### src/design/ssd_pkg.sv
// ============================================================================
// SDRAM size decoder package
// Shared geometry constants, field types and decode helpers.
// ============================================================================
package ssd_pkg;

    localparam int unsigned WORD_W  = 32;
    localparam int unsigned CHAN_W  = 21;
    localparam int unsigned BANK_W  = 22;
    localparam int unsigned ROW_W   = 5;
    localparam int unsigned COL_W   = 4;
    localparam int unsigned TYPE_W  = 5;
    localparam int unsigned VER_W   = 4;

    localparam logic [ROW_W-1:0]  ROW_BASE       = ROW_W'(13);
    localparam logic [ROW_W-1:0]  ROW_SHORT      = ROW_W'(12);
    localparam logic [2:0]        ROW_CODE_SHORT = 3'd7;
    localparam logic [COL_W-1:0]  COL_BASE       = COL_W'(9);
    localparam logic [2:0]        BANK_BASE      = 3'd3;
    localparam logic [5:0]        MB_SHIFT       = 6'd20;
    localparam logic [1:0]        BW_BASE        = 2'd2;
    localparam logic [1:0]        DBW_X16        = 2'd2;

    localparam logic [TYPE_W-1:0] TYPE_DDR4      = TYPE_W'(0);
    localparam logic [TYPE_W-1:0] TYPE_LPDDR5    = TYPE_W'(9);

    localparam logic [VER_W-1:0]  VER_ROW_HI     = VER_W'(2);
    localparam logic [VER_W-1:0]  VER_TYPE_EXT   = VER_W'(3);
    localparam logic [VER_W-1:0]  VER_NO_BG      = VER_W'(3);

    typedef logic [CHAN_W-1:0] t_chan_mb;
    typedef logic [BANK_W-1:0] t_bank_mb;

    // per-bank decode mode shared by both channels
    typedef struct packed {
        logic v2;
        logic lpddr5;
        logic bg_en;
    } t_geom_mode;

    // raw per-channel fields
    typedef struct packed {
        logic       rank2;
        logic [1:0] col0_f;
        logic [1:0] col1_f;
        logic       bank_bit;
        logic [1:0] row0_lo;
        logic [1:0] row1_lo;
        logic       row0_hi;
        logic       row1_hi;
        logic [1:0] bw_f;
        logic [1:0] dbw_f;
        logic       row34;
    } t_chan_fields;

    function automatic t_chan_fields pick_chan(
        input logic [WORD_W-1:0] w0,
        input logic [WORD_W-1:0] w1,
        input logic              chan
    );
        t_chan_fields f;
        logic [15:0]  half;
        half       = chan ? w0[31:16] : w0[15:0];
        f.rank2    = half[11];
        f.col0_f   = half[10:9];
        f.bank_bit = half[8];
        f.row0_lo  = half[7:6];
        f.row1_lo  = half[5:4];
        f.bw_f     = half[3:2];
        f.dbw_f    = half[1:0];
        f.row34    = chan ? w0[31] : w0[30];
        f.col1_f   = chan ? w1[3:2] : w1[1:0];
        f.row0_hi  = chan ? w1[7] : w1[5];
        f.row1_hi  = chan ? w1[6] : w1[4];
        return f;
    endfunction

    function automatic t_geom_mode decode_mode(
        input logic [WORD_W-1:0] w0,
        input logic [WORD_W-1:0] w1
    );
        t_geom_mode        m;
        logic [VER_W-1:0]  ver;
        logic [TYPE_W-1:0] dtype;
        ver   = w1[31:28];
        dtype = {2'b00, w0[15:13]};
        if (ver >= VER_TYPE_EXT) begin
            dtype = {w1[13:12], w0[15:13]};
        end
        m.v2     = (ver >= VER_ROW_HI);
        m.lpddr5 = (dtype == TYPE_LPDDR5);
        m.bg_en  = (dtype == TYPE_DDR4) && (ver != VER_NO_BG);
        return m;
    endfunction

    function automatic logic [ROW_W-1:0] row_bits(
        input logic       hi,
        input logic [1:0] lo,
        input logic       v2
    );
        logic [2:0] code;
        code = v2 ? {hi, lo} : {1'b0, lo};
        return (code == ROW_CODE_SHORT) ? ROW_SHORT : ROW_BASE + ROW_W'(code);
    endfunction

endpackage

### src/design/ssd_chan.sv
// ============================================================================
// SDRAM size decoder - channel size
// Turns one channel's geometry fields into its size in MB.
// ============================================================================
module ssd_chan (
    input  ssd_pkg::t_geom_mode   i_mode,
    input  ssd_pkg::t_chan_fields i_fields,
    output ssd_pkg::t_chan_mb     o_size_mb
);
    import ssd_pkg::*;

    logic [ROW_W-1:0]  row0;
    logic [ROW_W-1:0]  row1;
    logic [COL_W-1:0]  col0;
    logic [COL_W-1:0]  col1;
    logic [2:0]        bank;
    logic [1:0]        bgrp;
    logic [1:0]        bw;
    logic [5:0]        exp_sum;
    logic [4:0]        exp_mb;
    logic [5:0]        diff;
    logic [3:0]        rank_sh;
    t_chan_mb          base;
    t_chan_mb          ranked;
    logic [CHAN_W+1:0] triple;

    always_comb begin
        row0 = row_bits(i_fields.row0_hi, i_fields.row0_lo, i_mode.v2);
        row1 = row_bits(i_fields.row1_hi, i_fields.row1_lo, i_mode.v2);
        col0 = COL_BASE + COL_W'(i_fields.col0_f);
        col1 = i_mode.v2 ? COL_BASE + COL_W'(i_fields.col1_f) : col0;
        bank = i_mode.lpddr5 ? BANK_BASE + 3'(i_fields.bank_bit)
                             : BANK_BASE - 3'(i_fields.bank_bit);
        if (i_mode.bg_en) begin
            bgrp = (i_fields.dbw_f == DBW_X16) ? 2'd2 : 2'd1;
        end else begin
            bgrp = 2'd0;
        end
        bw = BW_BASE >> i_fields.bw_f;

        // exponent stays within 3..18 for every field pattern
        exp_sum = 6'(row0) + 6'(col0) + 6'(bank) + 6'(bgrp) + 6'(bw);
        exp_mb  = 5'(exp_sum - MB_SHIFT);
        base    = t_chan_mb'(1) << exp_mb;

        // second rank: negative difference clamps to a full copy
        diff    = 6'(row0) - 6'(row1) + 6'(col0) - 6'(col1);
        rank_sh = diff[5] ? 4'd0 : diff[3:0];
        ranked  = i_fields.rank2 ? base + (base >> rank_sh) : base;

        triple  = (CHAN_W+2)'(ranked) + ((CHAN_W+2)'(ranked) << 1);
        o_size_mb = i_fields.row34 ? triple[CHAN_W+1:2] : ranked;
    end

endmodule

### src/design/sdram_size_decoder_top.sv
// ============================================================================
// SDRAM size decoder
// Decodes one bank's pair of geometry status words into channel and bank MB.
// ============================================================================
// One item is taken whenever start is high; busy is never raised, so an item
// can be offered every cycle. Its result appears on o_strobe for a single
// cycle: one register captures the words, one decode pass per channel feeds
// the result register. The receiver cannot stall, so each result must be
// taken in the cycle its strobe is high.
module sdram_size_decoder_top (
    input  logic                          i_clk,
    input  logic                          i_rst_n,
    input  logic                          start,
    output logic                          busy,
    input  logic [ssd_pkg::WORD_W-1:0]    i_status_word0,
    input  logic [ssd_pkg::WORD_W-1:0]    i_status_word1,
    output logic                          o_strobe,
    output logic [ssd_pkg::CHAN_W-1:0]    o_chan0_mb,
    output logic [ssd_pkg::CHAN_W-1:0]    o_chan1_mb,
    output logic [ssd_pkg::BANK_W-1:0]    o_bank_mb
);
    import ssd_pkg::*;

    logic              r_vld;
    logic [WORD_W-1:0] r_w0;
    logic [WORD_W-1:0] r_w1;
    logic              r_strobe;
    t_chan_mb          r_chan0_mb;
    t_chan_mb          r_chan1_mb;
    t_bank_mb          r_bank_mb;

    logic              n_vld;
    logic              n_strobe;
    t_chan_mb          n_chan0_mb;
    t_chan_mb          n_chan1_mb;
    t_bank_mb          n_bank_mb;

    t_geom_mode        mode;
    t_chan_fields      fields0;
    t_chan_fields      fields1;
    t_chan_mb          size0;
    t_chan_mb          size1;

    assign busy  = 1'b0;
    assign n_vld = start && !busy;

    assign mode    = decode_mode(r_w0, r_w1);
    assign fields0 = pick_chan(r_w0, r_w1, 1'b0);
    assign fields1 = pick_chan(r_w0, r_w1, 1'b1);

    ssd_chan u_chan0 (
        .i_mode    (mode),
        .i_fields  (fields0),
        .o_size_mb (size0)
    );

    ssd_chan u_chan1 (
        .i_mode    (mode),
        .i_fields  (fields1),
        .o_size_mb (size1)
    );

    // channel one only counts on dual-channel parts
    always_comb begin
        n_strobe   = r_vld;
        n_chan0_mb = size0;
        n_chan1_mb = r_w0[12] ? size1 : '0;
        n_bank_mb  = BANK_W'(n_chan0_mb) + BANK_W'(n_chan1_mb);
    end

    always_ff @(posedge i_clk) begin
        if (!i_rst_n) begin
            r_vld    <= 1'b0;
            r_strobe <= 1'b0;
        end else begin
            r_vld    <= n_vld;
            r_strobe <= n_strobe;
        end
    end

    always_ff @(posedge i_clk) begin
        if (n_vld) begin
            r_w0 <= i_status_word0;
            r_w1 <= i_status_word1;
        end
        if (n_strobe) begin
            r_chan0_mb <= n_chan0_mb;
            r_chan1_mb <= n_chan1_mb;
            r_bank_mb  <= n_bank_mb;
        end
    end

    assign o_strobe   = r_strobe;
    assign o_chan0_mb = r_chan0_mb;
    assign o_chan1_mb = r_chan1_mb;
    assign o_bank_mb  = r_bank_mb;

`ifndef NO_ASSERTIONS
    a_latency: assert property (@(posedge i_clk) disable iff (!i_rst_n)
        start |-> ##2 o_strobe)
        else $error("item did not produce a result two cycles later");

    a_bank_sum: assert property (@(posedge i_clk) disable iff (!i_rst_n)
        o_strobe |-> (o_bank_mb == BANK_W'(o_chan0_mb) + BANK_W'(o_chan1_mb)))
        else $error("bank total differs from channel sum");

    a_single_chan: assert property (@(posedge i_clk) disable iff (!i_rst_n)
        r_vld && !r_w0[12] |=> (o_chan1_mb == '0))
        else $error("channel one non-zero on single-channel item");

    a_chan0_nonzero: assert property (@(posedge i_clk) disable iff (!i_rst_n)
        o_strobe |-> (o_chan0_mb != '0))
        else $error("channel zero size decoded as zero");
`endif

endmodule

### config.mk
export PLATFORM = sky130hd
export DESIGN_NAME = sdram_size_decoder_top
export DESIGN_NICKNAME = d
export VERILOG_FILES = /design/src/design/ssd_pkg.sv /design/src/design/ssd_chan.sv /design/src/design/sdram_size_decoder_top.sv
export SDC_FILE = /design/constraint.sdc
export NUM_CORES = 1
export LEC_CHECK = 0
export BUFFER_PORTS_ARGS = -buffer_cell sky130_fd_sc_hd__buf_2
export CAP_MARGIN = 20
export CORE_MARGIN = 5
export CORE_UTILIZATION = 35
export DETAILED_ROUTE_END_ITERATION = 12
export HOLD_SLACK_MARGIN = 0.1
export PLACE_DENSITY = 0.58
export SKIP_CTS_REPAIR_TIMING = 1
export SLEW_MARGIN = 30
export SYNTH_ARGS = -nofsm -noshare
export SYNTH_HDL_FRONTEND = slang
export SYNTH_SLANG_ARGS = --single-unit
### constraint.sdc
create_clock -name i_clk -period 11.6 [get_ports i_clk]
set_clock_uncertainty 0.15 [all_clocks]
set_input_delay 0.58 -clock i_clk [delete_from_list [all_inputs] [get_ports i_clk]]
set_output_delay 0.58 -clock i_clk [all_outputs]
set_load 0.005 [all_outputs]
Word-level counts from Yosys, hierarchy flattened
Cells that the tools add are included.
{"block": "totals", "regBits": 130, "in_bits": 67, "out_inout_bits": 66, "word_cells": 82}
{"block": "classes", "add_sub_neg": 33, "magnitude_cmp": 2, "eq_ne": 8, "n_shift": 6, "n_mux": 24, "reduce_logical": 2}
{"cell": "two-way mux 21 bit", "n": 5}
{"cell": "adder 21 x 22 -> 23 bit", "n": 2}
{"cell": "adder 21 bit", "n": 2}
{"cell": "<< shifter 1 x 5 -> 21 bit (first input constant)", "n": 2}
{"cell": ">> shifter 21 x 4 -> 21 bit", "n": 2}
{"cell": "two-way mux 5 bit", "n": 5}
{"cell": "adder 21 x 21 -> 22 bit", "n": 1}
{"cell": "adder 4 x 3 -> 5 bit (first input constant)", "n": 4}
{"cell": "adder 5 x 2 -> 5 bit", "n": 4}
{"cell": "two-way mux 3 bit", "n": 6}
{"cell": "adder 4 x 2 -> 4 bit (first input constant)", "n": 4}
{"cell": "two-way mux 4 bit", "n": 4}
{"cell": "adder 6 x 4 -> 6 bit", "n": 2}
{"cell": "== test 3 bit (second input constant)", "n": 4}
{"cell": "subtractor 5 x 5 -> 6 bit", "n": 2}
{"cell": "subtractor 6 x 4 -> 6 bit", "n": 2}
{"cell": "adder 5 x 3 -> 5 bit", "n": 2}
{"cell": "adder 5 x 4 -> 5 bit", "n": 2}
{"cell": "subtractor 5 bit (second input constant)", "n": 2}
{"cell": ">= comparator 4 x 2 -> 1 bit (second input constant)", "n": 2}
{"cell": "two-way mux 2 bit", "n": 4}
{"cell": "adder 2 x 1 -> 3 bit (first input constant)", "n": 2}
{"cell": "subtractor 2 x 1 -> 3 bit (first input constant)", "n": 2}
{"cell": "== test 5 x 4 -> 1 bit (second input constant)", "n": 1}
{"cell": "5 further kinds", "n": 7}

Depth between registers and ports, before layout
{"block": "depth", "word_depth": 17, "depth_mapped": 47, "ltp_nobuf": 46}

Modules after synthesis
A second synthesis with hierarchy kept.
{"block": "hier_totals", "hier_cells": 1520, "area_unflattened_um2": 13021.2}
{"mod": "sdram_size_decoder_top", "instances": 1, "cells_per_inst": 292, "area_each_um2": 4561.9, "seq_area_each_um2": 3283.1}
{"mod": "ssd_chan at u_chan1", "instances": 1, "cells_per_inst": 621, "area_each_um2": 4250.3, "seq_area_each_um2": 0.0}
{"mod": "ssd_chan at u_chan0", "instances": 1, "cells_per_inst": 607, "area_each_um2": 4209.0, "seq_area_each_um2": 0.0}

Worst setup path before layout
No wires, ideal clock.
{"block": "synth_timing", "path_kind": "flip-flop to flip-flop", "startpoint": "register r_w1[29]", "endpoint": "register r_bank_mb[20], in the netlist o_bank_mb[20], data pin", "setup_time_ps": 266, "arrival_time_ps": 9631, "required_time_ps": 11184, "slack_ps": 1553, "path_stages_with_launch": 45, "n_path_buf": 3, "synth_period_minus_slack_ps": 10047, "cell_sequence": "edfxtp_1 -> or3_1 -> clkbuf_1 -> nand2_1 -> inv_1 -> ha_1 -> or2_2 -> fa_1 -> fa_1 -> ha_1 -> fa_1 -> clkbuf_1 -> and4_1 -> clkbuf_1 -> mux2_2 -> a22oi_1 -> a2bb2oi_1 -> o22ai_1 -> (+9 left out) -> o21ai_0 -> ha_1 -> or3_1 -> nor4_1 -> nor3_1 -> a311oi_1 -> nor2_1 -> a221o_1 -> a21oi_1 -> xor2_1 -> a211oi_1 -> ha_1 -> a21oi_1 -> o21a_1 -> a31oi_1 -> a41o_1 -> o41ai_1 -> xnor2_1"}
{"block": "synth_between", "elab_chain_len": 17, "word_cells_on_any_way": 61, "cone_classes": "25 x add/sub; 2 x order compare; 6 x eq/ne; 4 x shift; 22 x mux; 2 x reduce/logical"}
{"item": "from (decl)", "line_no": "sdram_size_decoder_top.sv:26", "source": "logic [WORD_W-1:0] r_w1;"}
{"item": "from (signal assigned)", "line_no": "sdram_size_decoder_top.sv:84", "source": "r_w1 <= i_status_word1;"}
{"item": ">= comparator 4 x 2 -> 1 bit", "line_no": "ssd_pkg.sv:90", "source": "m.v2 = (ver >= VER_ROW_HI);"}
{"item": "two-way mux 3 bit", "line_no": "ssd_pkg.sv:102", "source": "code = v2 ? {hi, lo} : {1'b0, lo};"}
{"item": "adder 4 x 3 -> 5 bit / == test 3 bit (equally long branches)", "line_no": "ssd_pkg.sv:103", "source": "return (code == ROW_CODE_SHORT) ? ROW_SHORT : ROW_BASE + ROW_W'(code);"}
{"item": "two-way mux 5 bit", "line_no": "ssd_pkg.sv:103"}
{"item": "adder 5 x 4 -> 5 bit", "line_no": "ssd_chan.sv:42", "source": "exp_sum = 6'(row0) + 6'(col0) + 6'(bank) + 6'(bgrp) + 6'(bw);"}
{"item": "adder 5 x 3 -> 5 bit", "line_no": "ssd_chan.sv:42"}
{"item": "adder 5 x 2 -> 5 bit (2 in series)", "line_no": "ssd_chan.sv:42"}
{"item": "subtractor 5 bit", "line_no": "ssd_chan.sv:43", "source": "exp_mb = 5'(exp_sum - MB_SHIFT);"}
{"item": "(+2 left out)"}
{"item": "adder 21 bit", "line_no": "ssd_chan.sv:49", "source": "ranked = i_fields.rank2 ? base + (base >> rank_sh) : base;"}
{"item": "two-way mux 21 bit (*)", "line_no": "ssd_chan.sv:49"}
{"item": "adder 21 x 22 -> 23 bit", "line_no": "ssd_chan.sv:51", "source": "triple = (CHAN_W+2)'(ranked) + ((CHAN_W+2)'(ranked) << 1);"}
{"item": "two-way mux 21 bit (*)", "line_no": "ssd_chan.sv:52", "source": "o_size_mb = i_fields.row34 ? triple[CHAN_W+1:2] : ranked;"}
{"item": "two-way mux 21 bit (*)", "line_no": "sdram_size_decoder_top.sv:67", "source": "n_chan1_mb = r_w0[12] ? size1 : '0;"}
{"item": "via n_chan1_mb[14]", "line_no": "sdram_size_decoder_top.sv:35", "source": "t_chan_mb n_chan1_mb;"}
{"item": "adder 21 x 21 -> 22 bit (*)", "line_no": "sdram_size_decoder_top.sv:68", "source": "n_bank_mb = BANK_W'(n_chan0_mb) + BANK_W'(n_chan1_mb);"}
{"item": "via n_bank_mb[20]", "line_no": "sdram_size_decoder_top.sv:36", "source": "t_bank_mb n_bank_mb;"}
{"item": "to (signal assigned)", "line_no": "sdram_size_decoder_top.sv:89", "source": "r_bank_mb <= n_bank_mb;"}
{"item": "to (decl)", "line_no": "sdram_size_decoder_top.sv:30", "source": "t_bank_mb r_bank_mb;"}
Mark *: on every way through the listed nets, which the timed path passes. The rest lies on a longest branch.
A chain may end at the register's enable or synchronous reset.

Final worst setup path
Same ends and word-level chain as after synthesis.

==> flow_metrics.py <==
metrics = {
    "outcome": {
        "status": "finished, final reports clean",
    },
    "floorplanning": {
        "core_mm2": 0.03643,
        "die_area_mm2": 0.04074,
        "die_w_um": 201.9,
        "row_count": 70,
        "start_util": 0.3536,
        "die_h_um": 201.9,
        "io_pins": 133,
    },
    "synthesis": {
        "yosys.area.top_type": "edfxtp_1",
        "synth_ff_type": "edfxtp_1",
        "synth_nets": 1749,
        "ys_ff_latch": 110,
        "syn_area_mm2": 0.01288,
        "yosys-top-cells-count": "155 x nor2_1, 140 x ha_1, 130 x nand2_1, 108 x edfxtp_1, 99 x inv_1",
        "yosysWarnings": 0,
        "synthTopCellsByArea": "edfxtp_1 25%, ha_1 14%, fa_1 5.1%, nor2_1 4.5%, xnor2_1 4.1%",
        "async_reset_ff_frac": 0,
        "avgSynthCellArea_um2": 8.537,
        "synth_edf_count": 108,
        "yosysSeqAreaShare": 0.2549,
        "synth.distinct_cells": 81,
        "synth_top_area_share": 0.2517,
        "synthMostInstantiatedCell": "nor2_1",
        "syn-instance-count": 1509,
    },
    "sta": {
        "fmaxAchievable_mhz": 92.73,
        "final-hold-violation-count": 0,
        "finalWorstPathRequiredPeriod_ns": 10.78,
        "rsz0062_at_grt": "no",
        "fin_tns_setup_ns": 0,
        "slew_viol_final": 0,
        "tightest_slew_ns": 0.7684,
        "slew_headroom": 0.4823,
        "hold_ws_ns": 0.2212,
        "fin_crit_sh": 0.9297,
        "setup_viol": 0,
    },
    "route": {
        "drtIter0Drc": 771,
        "dr.pass1.iters": 6,
        "drt-wirelength-per-cell_um": 17.11,
        "ant_nets": 0,
        "vias": 11466,
        "totalWireLength_um": 35820,
        "via_per_inst": 5.478,
        "drc": 0,
    },
    "worst_hold_path": {
        "hp-start": "i_status_word0[23]",
        "hold_class": "in -> reg",
    },
    "place": {
        "dp_hpwl_um": 29010,
        "place_area_mm2": 0.01412,
        "io_buffers": 111,
        "place_congestion": 0.9195,
    },
    "critical_path": {
        "crit_start": "r_w1[29]",
        "critPathMaxFanout": 9,
        "start_kind": "flop",
        "timing.rr.start": "r_w1[29]",
        "cp-end-kind": "flop",
        "cp_num_buf_inv": 1,
        "critPathSlowestCell": "fa_1",
        "crit_type": "reg -> reg",
        "path_delay_family": "compound AO/OA/AOI/OAI gates",
        "cp.required_ns": 11.57,
        "cp_data_arrival_time_ns": 10.76,
        "critPathMaxStageDelay_ns": 0.44,
    },
    "layout": {
        "finalNetCount": 1860,
        "final_util": 0.3979,
        "synthToLayoutAreaGrowth_pct": 12.55,
        "finalInstanceArea_mm2": 0.01450,
        "drive_gt1_frac": 0.1458,
        "antenna_cells": 0,
    },
    "global_routing": {
        "grt_pass1_wl_um": 57990,
        "grt_pass1_vias": 11161,
        "grt_overflow": 0,
        "grt_max_degree": 59,
        "antenna_found_initial": 0,
        "track_usage": 0.1736,
    },
    "clock_network": {
        "clkSlewWorstSetupHoldPaths_ns": 0.07,
        "cts_made_buffers": 9,
        "worstSkewPairLatency_ns": 0.38,
        "cts_sinks": 110,
        "cts_max_level": 3,
        "cts_buffer_depth": 2,
        "clock-root-buffer": "clkbuf_16",
        "cts_tree": "done",
    },
    "run": {
        "cap_violations": 0,
    },
    "pwr": {
        "power.density_mw_per_mm2": 321.5,
        "ir_worst_vdd_v": 0.0001608,
        "leakagePower_nw": 6.426,
        "power_w": 0.004661,
    },
}
[path summary, 6_finish.rpt]
| check | end | slack [ns] | cells after the start |
|---|---|---|---|
| worst min-delay path | r_w0[23] | 0.22 | 1 |
| worst max-delay path | o_bank_mb[20] | 0.82 | 43 |
| worst max register to register | o_bank_mb[20] | 0.82 | 43 |
| worst min register to register | o_chan1_mb[0] | 0.43 | 0 |
[sequential cells by signal, indices dropped and copies added (netlist names)]
register	count
r_w0	30
o_chan1_mb	21
o_chan0_mb	21
n_strobe	1
o_strobe	1
o_bank_mb	22
r_w1	14
[cell type report]
cell class / count / area (um2)
clock buffers: 9 / 225.2
clock inverters: 7 / 62.56
fillers: 3705 / 21940
inverters: 100 / 375.4
multi-input cells: 1246 / 9092
flip-flops and latches: 110 / 3284
well taps: 468 / 585.6
repair buffers: 153 / 873.3
[cell families (layout without fill, tap and decap cells)]
logic type	Yosys count	in the layout	share of synthesized area
and+or+nand+nor	506	506	0.1844
AOI/OAI and AO/OA	415	415	0.2162
adders and majority gates	173	173	0.1873
buffers and inverters	153	269	0.04497
DFF	110	110	0.2549
xor gates and xnor gates	97	97	0.06770
muxes	54	54	0.04429
other	1	1	0.0002911
[power by group]
part           switching (W)  internal (W)  leakage (nW)
clock network       0.000158      0.000151         0.144
logic                0.00231       0.00144          5.28
registers          0.0000286      0.000576          1.00
[per-stage QoR]
step,setup slack [ns],instances
after global routing,0.007010,2093
after detailed placement,0.5300,2075
final,0.8158,2093
after global placement,0.5714,2075
after floorplan,1.553,1509
after CTS,0.5089,2091
[placed cells by master (no fill, tap or decap), types with 7 or more instances in the layout]
cell type,netlist,layout
nor2b_1,19,19
fa_1,33,32
nor3_1,44,43
a211oi_1,28,28
o21a_1,18,18
xnor2_1,60,58
clkbuf_16,0,9
mux2_2,24,24
a21o_1,40,40
nor2_1,155,153
o22ai_1,16,15
a31oi_1,14,14
o31ai_1,18,18
nand2b_1,29,29
buf_4,1,43
xor2_1,34,34
a21boi_0,7,7
a21oi_1,94,91
o21ai_0,74,74
or3_1,11,11
buf_2,1,110
inv_1,99,99
ha_1,140,140
edfxtp_1,108,108
o211ai_1,20,20
mux2i_1,30,30
or2_2,12,12
and2_1,14,13
and3_1,14,14
nand2_1,130,130
nand3_1,44,44
nand4_1,7,7
[layer usage]
metal	part of all wire	track usage	wire (um)
met1	0.47	0.2337	16810
met2	0.47	0.2979	16990
met3	0.044	0.02439	1566
met4	0.013	0.03735	455
met5	0	0	0
(Power assumes the default switching activity.)
